**config.mk**
```make
export PLATFORM = sky130hd
export DESIGN_NAME = mhpc_cell
export DESIGN_NICKNAME = d
export VERILOG_FILES = /design/src/sv/murmur_hashed_packet_counter_core_defines.svh /design/src/sv/mhpc_pkg.sv /design/src/sv/mhpc_cell.sv
export SDC_FILE = /design/constraint.sdc
export NUM_CORES = 2
export LEC_CHECK = 0
export BUFFER_PORTS_ARGS = -buffer_cell sky130_fd_sc_hd__buf_2
export CAP_MARGIN = 20
export CORE_MARGIN = 8
export CORE_UTILIZATION = 50
export DETAILED_ROUTE_END_ITERATION = 10
export PLACE_DENSITY = 0.74
export SYNTH_ARGS = -nofsm -noshare
export SYNTH_HDL_FRONTEND = slang
export SYNTH_SLANG_ARGS = --single-unit
```
**constraint.sdc**
```tcl
create_clock -name clk -period 10.04 [get_ports clk]
set_input_delay 1.506 -clock clk [delete_from_list [all_inputs] [get_ports clk]]
set_output_delay 1.506 -clock clk [all_outputs]
set_load 0.02 [all_outputs]
```
**src/sv/murmur_hashed_packet_counter_core_defines.svh**
```systemverilog
// Assertion macros shared by the hashed packet counter RTL.
// No dependencies.
`ifndef MURMUR_HASHED_PACKET_COUNTER_CORE_DEFINES_SVH
`define MURMUR_HASHED_PACKET_COUNTER_CORE_DEFINES_SVH
`define MHPC_ASSERT_IMP(lbl, c, a, b) \
  lbl: assert property (@(posedge c) disable iff (a) (b)) else $error("lbl");
`define MHPC_ASSERT_NEXT(lbl, c, a, x, y) \
  lbl: assert property (@(posedge c) disable iff (a) (x) |=> (y)) else $error("lbl");
`endif

```
**src/sv/mhpc_pkg.sv**
```systemverilog
// Types, constants and hash helpers for the hashed packet counter.
// No dependencies.
`default_nettype none
package mhpc_pkg;
  localparam logic [31:0] C1 = 32'hcc9e2d51;
  localparam logic [31:0] C2 = 32'h1b873593;
  localparam logic [31:0] CN = 32'he6546b64;
  localparam logic [31:0] F1 = 32'h85ebca6b;
  localparam logic [31:0] F2 = 32'hc2b2ae35;
  localparam logic [2:0] REG_PSIZE = 3'd0;
  localparam logic [2:0] REG_KOFF = 3'd1;
  localparam logic [2:0] REG_KSIZE = 3'd2;
  localparam logic [2:0] REG_CCOUNT = 3'd3;
  localparam logic [2:0] REG_SEED = 3'd4;
  localparam logic [2:0] REG_SCOUNT = 3'd5;
  localparam logic OP_BYTE = 1'b0;
  localparam logic OP_READ = 1'b1;

  typedef struct packed {
    logic       op;
    logic [7:0] data_byte;
    logic [2:0] read_row;
    logic [9:0] read_index;
  } in_req_t;

  typedef struct packed {
    logic [31:0] counter_value;
    logic [31:0] packets_seen;
  } out_req_t;

  // control handed along the chain of hash cells
  typedef struct packed {
    logic        go;
    logic [5:0]  blk;
    logic [31:0] word;
  } cell_ctl_t;

  function automatic logic [31:0] rotl(input logic [31:0] x, input int r);
    rotl = (x << r) | (x >> (32 - r));
  endfunction
endpackage
`default_nettype wire

```
**src/sv/mhpc_cell.sv**
```systemverilog
// One hash cell of the chain: MurmurHash3 state for one seed row.
// Depends on mhpc_pkg.
`default_nettype none
module mhpc_cell (
  input  wire logic              clk,
  input  wire logic              rst,
  input  wire logic              load,
  input  wire logic [31:0]       seed,
  input  wire mhpc_pkg::cell_ctl_t ctl_in,
  input  wire logic              step_final,
  input  wire logic              tail,
  input  wire logic [6:0]        len,
  output mhpc_pkg::cell_ctl_t    ctl_out,
  output logic [31:0]            h
);
  import mhpc_pkg::*;
  // phase counter within one block: 0 mul c1, 1 mul c2, 2 combine
  logic [1:0]  ph;
  logic [31:0] k;
  logic [2:0]  fph;
  logic [31:0] h_next;
  logic [31:0] k_next;
  always_comb begin
    h_next = h;
    k_next = k;
    if (step_final) begin
      case (fph)
        3'd0: h_next = h ^ {25'd0, len};
        3'd1: h_next = h ^ (h >> 16);
        3'd2: h_next = h * F1;
        3'd3: h_next = h ^ (h >> 13);
        3'd4: h_next = h * F2;
        3'd5: h_next = h ^ (h >> 16);
        default: h_next = h;
      endcase
    end else if (ctl_in.go) begin
      case (ph)
        2'd0: k_next = ctl_in.word * C1;
        2'd1: k_next = rotl(k, 15) * C2;
        2'd2: begin
          if (tail) h_next = h ^ k;
          else h_next = rotl(h ^ k, 13) * 32'd5 + CN;
        end
        default: k_next = k;
      endcase
    end
  end
  always_ff @(posedge clk) begin
    if (rst) begin
      ph <= 2'd0;
      fph <= 3'd0;
      ctl_out <= '0;
    end else begin
      ctl_out <= ctl_in;
      if (load) begin
        ph <= 2'd0;
        fph <= 3'd0;
      end else if (step_final) begin
        fph <= fph + 3'd1;
      end else if (ctl_in.go) begin
        ph <= (ph == 2'd2) ? 2'd0 : ph + 2'd1;
      end
    end
    if (load) h <= seed;
    else h <= h_next;
    k <= k_next;
  end
endmodule
`default_nettype wire

```
==> impl_metrics.csv <==
group,metric,value,unit
status,outcome,"finished, final reports clean",
timing,rsz0062_at_grt,"false",
synthesis,synth-seq-cells,108,
critical_path,crit_path_start_kind,"register",
clocking,htreeDepth,3,
timing,maxSlewHeadroom,18.7,%
floorplanning,dieArea,89600,µm²
critical_path,worstPathRequired,10200,ps
synthesis,syn_nets,5746,
timing,max_freq,119,MHz
critical_path,reg2reg_from,"h[5]",
critical_path,worstPathArrival,8550,ps
route,antenna_left,0,
critical_path,critPathKind,"reg2reg",
critical_path,r2r_cells,23,
floorplanning,ios,154,
synthesis,synth_edf_count,64,
grt,gr-total-overflow,0,
critical_path,crit_start,"h[5]",
route,routedWlPerCell,24.7,µm
timing,timing.final.ws_setup,1640,ps
grt,antenna_found_initial,4,
clocking,cts_setup_buffers,0,
timing,fin_hold_ws,544,ps
timing,skew,16.3,ps
route,vias,29561,
finish,fin_nets,5889,
route,drtIter0Drc,2585,
synthesis,ys_types,84,
clocking,root_buffer,"clkbuf_16",
finish,nFillCells,7299,
grt,grtUsageTotal,29.9,%
synthesis,ys.flop_type,"edfxtp_1",
critical_path,crit_buf_inv,4,
synthesis,yosysSeqAreaShare,6.98,%
floorplanning,core.rowCount,104,
synthesis,synthCells,4172,
timing,setup-violations-final,0,
grt,grt_pass1_wl,199,mm
place,dp_slack,1710,ps
worst_hold_path,hp-start,"fph[2]",
clocking,clk_pin_slew,90,ps
timing,slew_violations,0,
clocking,hold_buffers,0,
critical_path,crit_top_cell,"fa_1",
finish,final_util,53.2,%
floorplanning,start_util,50.2,%
finish,layout_common_cells,"inv_1 (1,341), ha_1 (750), fa_1 (741)",
finish,final_common_cell,"inv_1",
timing,hold_viol,0,
critical_path,path_max_fanout,11,
place,gp_congestion,1.05,
finish,drive_gt1_share,5.32,%
timing,worst_slew_pin_slew,1210,ps
clocking,cts_tree,"yes",
route,vias_per_cell,5.49,
critical_path,cp-end-kind,"register",
critical_path,critPathSlowestCell,"edfxtp_1",
place,dp_hpwl,116,mm
floorplanning,dieWidth,299,µm
job,maxCapViolCount,0,
worst_hold_path,hold_path_class,"reg2reg",
critical_path,path_depth,23,
grt,first_global_vias,31863,
floorplanning,coreArea,80000,µm²
synthesis,synth.avg_cell_area,9.62,µm²
synthesis,synthesis.area,40100,µm²
synthesis,yosysWarnings,0,
route,drc,0,
timing,fin_crit,8400,ps
timing,period_share,83.6,%
route,first_pass_iters,6,
place,buffer_ports.inserted,153,
clocking,cts_buffers,9,
clocking,cts_resized,0,
critical_path,path_cells,"inv_1 > fa_1 > inv_1 > fa_1 > fa_1 > ha_1 > fa_1 > fa_1 > fa_1 > inv_1 > fa_1 > inv_1 > ha_1 > a21o_1 > a21o_1 > a21oi_2 > nor2b_1 > a311o_1 > a2111oi_2 > o41ai_1 > xor2_1 > a22oi_1 > o211ai_1",
synthesis,async_flop_share,0,%
critical_path,path_delay_family,"adder cells",
grt,grt_max_degree,63,
clocking,clockBufferDepth,2,
floorplanning,die_h,299,µm
critical_path,max_stage_delay,1090,ps
route,drt_wl_total,133,mm
timing,fin_tns_setup,0,ps
clocking,insertion_delay,410,ps
clocking,cts.sinks,108,
worst_hold_path,hold_path_depth,2,
finish,area_delta_synth_final,5.97,%
[worst min-delay path: stages, from the launching register on]
cell,delay (ps)
dfxtp_1,340
nor2_1,100
a2111oi_0,60
[state kept, by name, indices dropped and copies added, names as in the netlist]
name and count:
k 32, ph 2, h 32, fph 3, ctl_out 39
[synthesized netlist by cell type, types with 44 or more instances]
master | number | area, µm²
nor2_1 | 97 | 364
nand2_1 | 109 | 409
fa_1 | 741 | 14800
dfxtp_1 | 44 | 881
inv_1 | 1341 | 5030
xor2_1 | 95 | 832
a21oi_1 | 105 | 526
o21ai_0 | 104 | 521
nor2b_1 | 44 | 275
ha_1 | 750 | 9380
edfxtp_1 | 64 | 1920
xnor2_1 | 195 | 1710
[per-stage QoR]
stage | instance area, µm² | cells
6_report | 42500 | 5381
3_3_place_gp | 42200 | 5364
4_1_cts | 42500 | 5380
5_1_grt | 42500 | 5380
3_5_place_dp | 42200 | 5364
2_1_floorplan | 40100 | 4172
[final timing paths]
| kind | endpoint | slack [ps] |
|---|---|---|
| worst min-delay path | fph[2] | 540 |
| worst max register to register | h[30] | 1640 |
| worst min register to register | fph[2] | 540 |
| worst max-delay path | h[30] | 1640 |
[logic make-up (layout without fill, tap and decap cells)]
logic type               after synthesis  in the layout  synth area share, %
AO/OA/AOI/OAI                        504            504                 8.41
buffers and inverters               1393           1541                 13.1
adder cells (fa/ha/maj)             1491           1491                 60.3
multiplexers                          13             13                0.349
flip-flops                           108            108                 6.98
AND/OR/NAND/NOR                      370            370                 4.37
other                                  0              1                    0
XOR/XNOR                             293            293                 6.46
[area by class of cell]
class | instances | area [µm²] | share of cell area, %
multi-input combinational | 2671 | 32100 | 75.4
inverter | 1343 | 5040 | 11.9
sequential | 108 | 2800 | 6.59
tap | 1060 | 1330 | 3.12
timing repair buffer | 182 | 983 | 2.31
clock buffer | 9 | 225 | 0.529
clock inverter | 7 | 68.8 | 0.162
antenna | 1 | 2.50 | 0.00588
[per-layer routing]
metal  track usage, %  routed length [µm]  vias to the layer above
li1                 -                   -                    13197
met1             38.1               51900                    14715
met2             48.2               61000                     1322
met3             5.60               11100                      325
met4             16.0                8730                        2
met5                0                  17                        -
Power is not shown: default switching activity piles up to over one toggle a cycle in this logic, so the estimate is an artifact.
