File: config.mk
export PLATFORM = sky130hd
export DESIGN_NAME = mhpc_mod
export DESIGN_NICKNAME = d
export VERILOG_FILES = /design/src/sv/murmur_hashed_packet_counter_core_defines.svh /design/src/sv/mhpc_pkg.sv /design/src/sv/mhpc_mod.sv
export SDC_FILE = /design/constraint.sdc
export NUM_CORES = 1
export LEC_CHECK = 0
export BUFFER_PORTS_ARGS = -buffer_cell sky130_fd_sc_hd__buf_2
export CAP_MARGIN = 40
export CORE_ASPECT_RATIO = 0.7
export CORE_UTILIZATION = 45
export CTS_CLUSTER_DIAMETER = 30
export DETAILED_ROUTE_END_ITERATION = 8
export GPL_TIMING_DRIVEN = 0
export HOLD_SLACK_MARGIN = 0.12
export PLACE_DENSITY = 0.67
export SLEW_MARGIN = 30
export SYNTH_ARGS = -nofsm -noshare
export SYNTH_HDL_FRONTEND = slang
export SYNTH_SLANG_ARGS = --single-unit
export TNS_END_PERCENT = 30
File: constraint.sdc
create_clock -name clk -period 5.5 [get_ports clk]
set_clock_uncertainty 0.05 [all_clocks]
set_input_delay 0.55 -clock clk [delete_from_list [all_inputs] [get_ports clk]]
set_output_delay 0.55 -clock clk [all_outputs]
set_load 0.02 [all_outputs]
File: src/sv/murmur_hashed_packet_counter_core_defines.svh
// Assertion macros shared by the hashed packet counter RTL.
// No dependencies.
`ifndef MURMUR_HASHED_PACKET_COUNTER_CORE_DEFINES_SVH
`define MURMUR_HASHED_PACKET_COUNTER_CORE_DEFINES_SVH
`define MHPC_ASSERT_IMP(lbl, c, a, b) \
  lbl: assert property (@(posedge c) disable iff (a) (b)) else $error("lbl");
`define MHPC_ASSERT_NEXT(lbl, c, a, x, y) \
  lbl: assert property (@(posedge c) disable iff (a) (x) |=> (y)) else $error("lbl");
`endif

File: src/sv/mhpc_pkg.sv
// Types, constants and hash helpers for the hashed packet counter.
// No dependencies.
`default_nettype none
package mhpc_pkg;
  localparam logic [31:0] C1 = 32'hcc9e2d51;
  localparam logic [31:0] C2 = 32'h1b873593;
  localparam logic [31:0] CN = 32'he6546b64;
  localparam logic [31:0] F1 = 32'h85ebca6b;
  localparam logic [31:0] F2 = 32'hc2b2ae35;
  localparam logic [2:0] REG_PSIZE = 3'd0;
  localparam logic [2:0] REG_KOFF = 3'd1;
  localparam logic [2:0] REG_KSIZE = 3'd2;
  localparam logic [2:0] REG_CCOUNT = 3'd3;
  localparam logic [2:0] REG_SEED = 3'd4;
  localparam logic [2:0] REG_SCOUNT = 3'd5;
  localparam logic OP_BYTE = 1'b0;
  localparam logic OP_READ = 1'b1;

  typedef struct packed {
    logic       op;
    logic [7:0] data_byte;
    logic [2:0] read_row;
    logic [9:0] read_index;
  } in_req_t;

  typedef struct packed {
    logic [31:0] counter_value;
    logic [31:0] packets_seen;
  } out_req_t;

  // control handed along the chain of hash cells
  typedef struct packed {
    logic        go;
    logic [5:0]  blk;
    logic [31:0] word;
  } cell_ctl_t;

  function automatic logic [31:0] rotl(input logic [31:0] x, input int r);
    rotl = (x << r) | (x >> (32 - r));
  endfunction
endpackage
`default_nettype wire

File: src/sv/mhpc_mod.sv
// Restoring remainder unit: hash mod counter_count, one bit a cycle.
// Depends on mhpc_pkg.
`default_nettype none
module mhpc_mod (
  input  wire logic        clk,
  input  wire logic        rst,
  input  wire logic        start,
  input  wire logic [31:0] num,
  input  wire logic [10:0] den,
  output logic             done,
  output logic [10:0]      rem
);
  import mhpc_pkg::*;
  logic [31:0] q;
  logic [5:0]  cnt;
  logic        busy;
  logic [11:0] trial;
  assign trial = {rem, q[31]};
  always_ff @(posedge clk) begin
    if (rst) begin
      busy <= 1'b0;
      done <= 1'b0;
      cnt <= '0;
    end else begin
      done <= 1'b0;
      if (start) begin
        busy <= 1'b1;
        cnt <= 6'd0;
      end else if (busy) begin
        cnt <= cnt + 6'd1;
        if (cnt == 6'd31) begin
          busy <= 1'b0;
          done <= 1'b1;
        end
      end
    end
    if (start) begin
      q <= num;
      rem <= '0;
    end else if (busy) begin
      q <= {q[30:0], 1'b0};
      if (trial >= {1'b0, den}) rem <= 11'(trial - {1'b0, den});
      else rem <= trial[10:0];
    end
  end
endmodule
`default_nettype wire

==> impl_metrics.csv, run 1 <==
group,metric,value,unit
critical_path,cp_max_fo,10,
power,p_leak,0.00135,uW
global_route,grt_pass1_vias,1755,
placement,place_hpwl,4.11,mm
synthesis,avgSynthCellArea,11.3,um2
cells_and_area,num-nets-final,367,
critical_path,critical-path-slowest-cell,"fa_1",
floorplanning,core_area,0.00581,mm2
global_route,grt_max_degree,34,
clock_tree,ctsResizeCount,0,
clock_tree,clock_latency,0.30,ns
drt,vias_per_cell,5.30,
critical_path,start_kind,"flop",
placement,globalplace.congestion,0.863,
timing,relSlewSlack,0.476,
floorplanning,dieArea,0.00646,mm2
power,max-vdd-ir-drop,0.148,mV
floorplanning,die_x,95.7,um
clock_tree,clock_sinks,51,
synthesis,yosysTopAreaCellShare,0.348,
clock_tree,postCtsSetupBuffers,0,
synthesis,ys.warnings.count,0,
cells_and_area,insertedDiodeCount,0,
timing,final_max_slew_viol_count,0,
timing,setup-violations-final,0,
run,drv_cap,0,
synthesis,ys_seq_area_frac,0.486,
cells_and_area,drive_gt1_frac,0.353,
critical_path,worstSetupPathType,"flop to flop",
clock_tree,cts_tree,"yes",
timing,fin_crit,2.63,ns
floorplanning,placementRows,23,
synthesis,synth_top_flop_cell,"edfxtp_1",
drt,via_count,2036,
drt,drt_iter0_drc,82,
timing,worstMarginPinSlew,0.785,ns
cells_and_area,syn2layout_area_growth,16.6,%
global_route,grtUsageTotal,0.178,
cells_and_area,fillers,546,
cells_and_area,fin_util,0.554,
floorplanning,io_pins,58,
critical_path,worst_ep_arrival_time,2.80,ns
clock_tree,htreeDepth,2,
synthesis,netlist_top_cells_area,"edfxtp_1 (35%), dfxtp_1 (14%), mux2_2 (13%)",
drt,firstDrtPassIters,4,
drt,antenna_left,0,
timing,max_freq,0.380,GHz
hold_path,hp-class,"primary input to flop",
synthesis,synthArstFlopShare,0,
drt,wl_per_cell,14.2,um
global_route,grt_overflow,0,
critical_path,max_stage_delay,0.41,ns
clock_tree,cts-root-buf,"clkbuf_8",
global_route,grt_pass1_wl,8.54,mm
clock_tree,clk_pin_slew,0.09,ns
clock_tree,cts_hold_buf,0,
timing,fin_crit_sh,0.479,
drt,routed_wirelength,5.46,mm
synthesis,netlist_area,0.00276,mm2
clock_tree,cts_buffer_depth,2,
timing,setup_tns,0,ns
synthesis,yosysTopAreaCell,"edfxtp_1",
critical_path,reg2reg_from,"q[31]$_DFFE_PP_",
critical_path,end_kind,"flop",
synthesis,synthCells,245,
critical_path,crit_chain,"inv_1 -> ha_1 -> fa_1 -> nor2b_1 -> o22a_1 -> o2111a_2 -> a211oi_2 -> buf_6 -> or3b_1 -> a311oi_2",
critical_path,path_delay_family,"compound AO/OA/AOI/OAI gates",
hold_path,hp-start,"rst",
timing,hold_viol_final,0,
floorplanning,start_util,0.475,
global_route,antenna_found_initial,0,
synthesis,synthesis.nets,304,
synthesis,synth_edf_count,32,
critical_path,r2r_end,"rem[10]$_SDFFE_PP0P_",
timing,rsz0062_at_grt,"no",
critical_path,ff2ff_path_depth,10,
synthesis,ys_types,53,
synthesis,ys_ff_latch,51,
timing,whs,0.372,ns
floorplanning,die_height,67.6,um
hold_path,hold-path-endpoint,"busy$_SDFF_PP0_",
run_status,status,"complete, no violations",
hold_path,holdPathStages,2,
critical_path,worst-path-buf-inv,2,
clock_tree,cts_buffers,5,
placement,io_buffers,56,
power,power_density,271,mW/mm2
synthesis,synthTopCellsByCount,"edfxtp_1 (32), mux2_2 (32), dfxtp_1 (19), nor2_1 (19)",
critical_path,r2r_slack,2.87,ns
drt,route.detailed.drc,0,
critical_path,crit_required,5.67,ns
==> worst max path at each step <==
stage                    start                    to  slack [ns]  cells past startpoint
4_1_cts        q[31]$_DFFE_PP_  rem[10]$_SDFFE_PP0P_        2.87                     10
2_1_floorplan           den[0]  rem[10]$_SDFFE_PP0P_        2.89                      9
6_report       q[31]$_DFFE_PP_  rem[10]$_SDFFE_PP0P_        2.87                     10
5_1_grt        q[31]$_DFFE_PP_  rem[10]$_SDFFE_PP0P_        2.70                     10
3_5_place_dp            den[0]  rem[10]$_SDFFE_PP0P_        2.60                     10
3_3_place_gp            den[0]  rem[10]$_SDFFE_PP0P_        2.61                     10
==> kinds of logic (layout without fill, tap and decap cells) <==
kind of cell | count (synthesis) | after routing | synth area share
xor gates and xnor gates | 7 | 7 | 0.0222
adders and majority gates | 13 | 13 | 0.0616
muxes | 36 | 36 | 0.145
AOI/OAI and AO/OA | 44 | 44 | 0.121
and+or+nand+nor | 66 | 66 | 0.124
DFF | 51 | 51 | 0.486
buffers and inverters | 28 | 92 | 0.0408
==> registers in the layout, indices dropped and copies added (netlist names) <==
register,cells
busy,1
cnt,6
done,1
rem,11
q,32
==> placed cells by master, fill, tap and decap left out, types with 2 or more instances in the layout <==
master / instances
nor2b_1: 2
o21ai_0: 7
o21bai_1: 2
a21o_1: 3
and4_1: 2
a311oi_1: 7
clkbuf_1: 11
nor2_1: 19
nand3_1: 3
or2_2: 4
a21oi_1: 5
xnor2_1: 3
nor4_1: 2
clkbuf_8: 5
ha_1: 12
nand4_1: 2
a31oi_1: 2
xor2_1: 4
nand2_1: 17
nor3_1: 4
inv_1: 17
mux2i_1: 4
a211oi_1: 2
edfxtp_1: 32
buf_2: 56
mux2_2: 32
dfxtp_1: 19
or3b_1: 2
==> where the power goes <==
group,internal (uW),switching (uW),leakage (uW)
Clock,88.7,120,0.0000374
Sequential,446,15.6,0.000478
Combinational,93.1,110,0.000835
Total,628,246,0.00135
==> stage by stage <==
stage	std cells	power (uW)	instance area (um2)	setup WS, ns
floorplan	245	614	2760	2.89
global placement	376	668	3140	2.61
detailed placement	376	673	3140	2.60
CTS	384	883	3220	2.87
global route	384	922	3220	2.70
finish	384	874	3220	2.87
==> area by class of cell <==
cell class / count / area [um2] / area share
plain buffers: 11 / 48.8 / 0.0151
clock buffers: 6 / 72.6 / 0.0225
clock inverters: 2 / 12.5 / 0.00388
inverters: 17 / 63.8 / 0.0198
multi-input cells: 166 / 1310 / 0.406
flip-flops and latches: 51 / 1340 / 0.416
well taps: 75 / 93.8 / 0.0291
repair buffers: 56 / 280 / 0.0870
==> routing by layer <==
| layer | part of all wire | global-route usage |
|---|---|---|
| met5 | 0 | 0 |
| met3 | 0.083 | 0.0608 |
| met2 | 0.39 | 0.235 |
| met4 | 0.0097 | 0.0504 |
| met1 | 0.52 | 0.271 |
No activity file was read; power rests on OpenSTA's default activity.
==> run 2: changes to the inputs <==
--- a/config.mk
+++ b/config.mk
@@ -5,6 +5,7 @@
 export SDC_FILE = /design/constraint.sdc
 export NUM_CORES = 1
 export LEC_CHECK = 0
+export ABC_AREA = 1
 export BUFFER_PORTS_ARGS = -buffer_cell sky130_fd_sc_hd__buf_2
 export CAP_MARGIN = 40
 export CORE_ASPECT_RATIO = 0.7
@@ -13,7 +14,7 @@
 export DETAILED_ROUTE_END_ITERATION = 8
 export GPL_TIMING_DRIVEN = 0
 export HOLD_SLACK_MARGIN = 0.12
-export PLACE_DENSITY = 0.67
+export PLACE_DENSITY = 0.66
 export SLEW_MARGIN = 30
 export SYNTH_ARGS = -nofsm -noshare
 export SYNTH_HDL_FRONTEND = slang
==> constraint.sdc (replaced) <==
create_clock -name clk -period 2.5 [get_ports clk]
set_clock_uncertainty 0.05 [all_clocks]
set_input_delay 0.25 -clock clk [delete_from_list [all_inputs] [get_ports clk]]
set_output_delay 0.25 -clock clk [all_outputs]
set_load 0.02 [all_outputs]
==> run 2 against run 1 <==
  * Core utilization shrank 0.41 points
  * Clock power grew 140%
  * Power grew 96%
  * Design area grew 8.2%
  * Combinational power grew 20%
  * Register-to-register slack lost 2.5 ns
  * Synthesized cell count grew 63%
  * Clock-buffer cell count is the same
  * Worst hold slack lost 0.21 ns
  * Critical endpoint is now rem[4]$_SDFFE_PP0P_
  * Largest power group unchanged
==> impl_metrics.csv, run 2 <==
group,metric,value,unit
synthesis,synth_edf_count,32,
clock_tree,cts_buffer_depth,2,
timing,hold_viol_final,0,
critical_path,worstSetupPathType,"flop to flop",
global_route,grt_use_met1,0.297,
global_route,busiest_layer,"met1",
clock_tree,ctsResizeCount,0,
critical_path,end_kind,"flop",
critical_path,start_kind,"flop",
floorplanning,die_x,99.6,um
synthesis,synthCells,400,
drt,drt_iter0_drc,128,
cells_and_area,final_cell_mix,"nand2_1 (169), inv_1 (58), buf_2 (58)",
cells_and_area,mostFrequentLayoutCell,"nand2_1",
timing,setup_tns,0,ns
drt,wl_per_cell,11.3,um
timing,worstMarginPinSlew,0.777,ns
timing,relSlewSlack,0.481,
cells_and_area,syn2layout_area_growth,16.3,%
clock_tree,clock_latency,0.30,ns
clock_tree,clock_sinks,51,
global_route,met2_usage,0.247,
synthesis,synthesis.nets,459,
power,power_density,492,mW/mm2
floorplanning,start_util,0.473,
clock_tree,cts_hold_buf,0,
critical_path,worst_ep_arrival_time,2.23,ns
floorplanning,io_pins,58,
placement,io_buffers,56,
drt,routed_wirelength,6.27,mm
timing,final_max_slew_viol_count,0,
synthesis,ys_seq_area_frac,0.447,
synthesis,yosysTopAreaCell,"edfxtp_1",
cells_and_area,top_regs,"q (32), rem (11), cnt (6)",
critical_path,critical-path-slowest-cell,"fa_1",
synthesis,ys_types,29,
clock_tree,cts_tree,"yes",
drt,route.detailed.drc,0,
global_route,grt_pass1_wl,10.1,mm
run,drv_cap,0,
power,max-vdd-ir-drop,0.316,mV
cells_and_area,final_cells,555,
floorplanning,dieArea,0.00700,mm2
global_route,antenna_found_initial,0,
hold_path,hp-class,"primary input to flop",
timing,rsz0062_at_grt,"no",
floorplanning,die_height,70.3,um
drt,vias_per_cell,4.67,
floorplanning,core_area,0.00634,mm2
drt,antenna_left,0,
critical_path,crit_chain,"inv_1 -> ha_1 -> fa_1 -> inv_1 -> nand2_1 -> nand2_1 -> nand2_2 -> nand2_1 -> nand2_2 -> nand3_2 -> buf_6 -> nand2_1 -> nand3_1 -> o21ai_1",
global_route,grt_use_met3,0.0390,
synthesis,synthTopCellsByCount,"nand2_1 (169), inv_1 (59), edfxtp_1 (32), nand3_1 (20), dfxtp_1 (19)",
synthesis,avgSynthCellArea,7.49,um2
critical_path,cp_max_fo,10,
clock_tree,htreeDepth,2,
drt,via_count,2590,
global_route,grt_overflow,0,
clock_tree,cts_buffers,5,
timing,whs,0.162,ns
critical_path,cp_common_cell,"nand2_1",
clock_tree,cts-root-buf,"clkbuf_8",
clock_tree,clk_pin_slew,0.10,ns
synthesis,yosysTopAreaCellShare,0.321,
synthesis,ys.warnings.count,0,
timing,setup-violations-final,0,
timing,max_freq,0.471,GHz
drt,firstDrtPassIters,4,
synthesis,synth_top_flop_cell,"edfxtp_1",
synthesis,synthArstFlopShare,0,
timing,fin_crit_sh,0.849,
placement,globalplace.congestion,0.836,
timing,fin_crit,2.12,ns
synthesis,netlist_top_cells_area,"edfxtp_1 (32%), nand2_1 (21%), dfxtp_1 (13%)",
cells_and_area,num-nets-final,522,
synthesis,synthMostInstantiatedCell,"nand2_1",
cells_and_area,drive_gt1_frac,0.198,
critical_path,max_stage_delay,0.41,ns
global_route,grtUsageTotal,0.183,
clock_tree,postCtsSetupBuffers,0,
global_route,grt_pass1_vias,2183,
synthesis,ys_ff_latch,51,
power,p_leak,0.00184,uW
floorplanning,placementRows,24,
placement,place_hpwl,4.80,mm
synthesis,netlist_area,0.00300,mm2
placement,dp_cells,547,
run_status,status,"complete, no violations",
cells_and_area,largest-register,"q",
critical_path,crit_required,2.61,ns
cells_and_area,fillers,615,
global_route,grt_max_degree,38,
cells_and_area,insertedDiodeCount,0,
cells_and_area,largest_reg_flops,32,
==> run 2: cells by family after synthesis <==
| logic type | count (synthesis) | share of synthesized area |
|---|---|---|
| and+or+nand+nor | 241 | 0.349 |
| buffers and inverters | 75 | 0.106 |
| DFF | 51 | 0.447 |
| AOI/OAI and AO/OA | 17 | 0.0313 |
| adders and majority gates | 13 | 0.0568 |
| xor gates and xnor gates | 3 | 0.00877 |
==> run 2: routing by layer <==
| metal | share of wire | routed length (um) |
|---|---|---|
| met1 | 0.56 | 3520 |
| met3 | 0.053 | 330 |
| met5 | 0 | 0 |
| met2 | 0.38 | 2390 |
| met4 | 0.0048 | 30 |
==> run 2: critical path: cells and delay by family, from the launching register on <==
kind                     cells  cell delay [ns]
buffers and inverters        3             0.34
AO/OA/AOI/OAI                1             0.06
adder cells (fa/ha/maj)      2             0.61
AND/OR/NAND/NOR              8             0.58
flip-flops                   1             0.33
==> run 2: power by group <==
| group | switching (uW) | internal (uW) |
|---|---|---|
| combinational | 152 | 91.2 |
| sequential | 16.3 | 965 |
| clock | 271 | 222 |
| total | 439 | 1280 |
==> run 2: area by class of cell <==
cell class,count,area (um2),share of cell area
Buffer,14,90.1,0.0258
Clock buffer,6,82.6,0.0237
Clock inverter,2,11.3,0.00323
Inverter,61,229,0.0657
Multi-Input combinational cell,274,1340,0.384
Sequential cell,51,1340,0.385
Tap cell,91,114,0.0327
Timing Repair Buffer,56,280,0.0804
==> run 2: through the flow <==
stage | utilization | setup slack [ns] | cell area (um2) | power (uW)
3_5_place_dp | 0.535 | 0.385 | 3390 | 1240
5_1_grt | 0.550 | 0.202 | 3490 | 1810
4_1_cts | 0.550 | 0.380 | 3490 | 1730
3_3_place_gp | 0.535 | 0.316 | 3390 | 1240
6_report | 0.550 | 0.378 | 3490 | 1720
2_1_floorplan | - | 0.553 | 3000 | 1160
==> run 2: final timing paths <==
| kind | startpoint | to | slack, ns | cells past startpoint |
|---|---|---|---|---|
| worst max-delay path | q[31]$_DFFE_PP_ | rem[4]$_SDFFE_PP0P_ | 0.38 | 14 |
| worst min-delay path | num[14] | q[14]$_DFFE_PP_ | 0.16 | 3 |
| worst max register to register | q[31]$_DFFE_PP_ | rem[4]$_SDFFE_PP0P_ | 0.38 | 14 |
| worst min register to register | cnt[1]$_SDFFE_PP0P_ | cnt[1]$_SDFFE_PP0P_ | 0.44 | 2 |
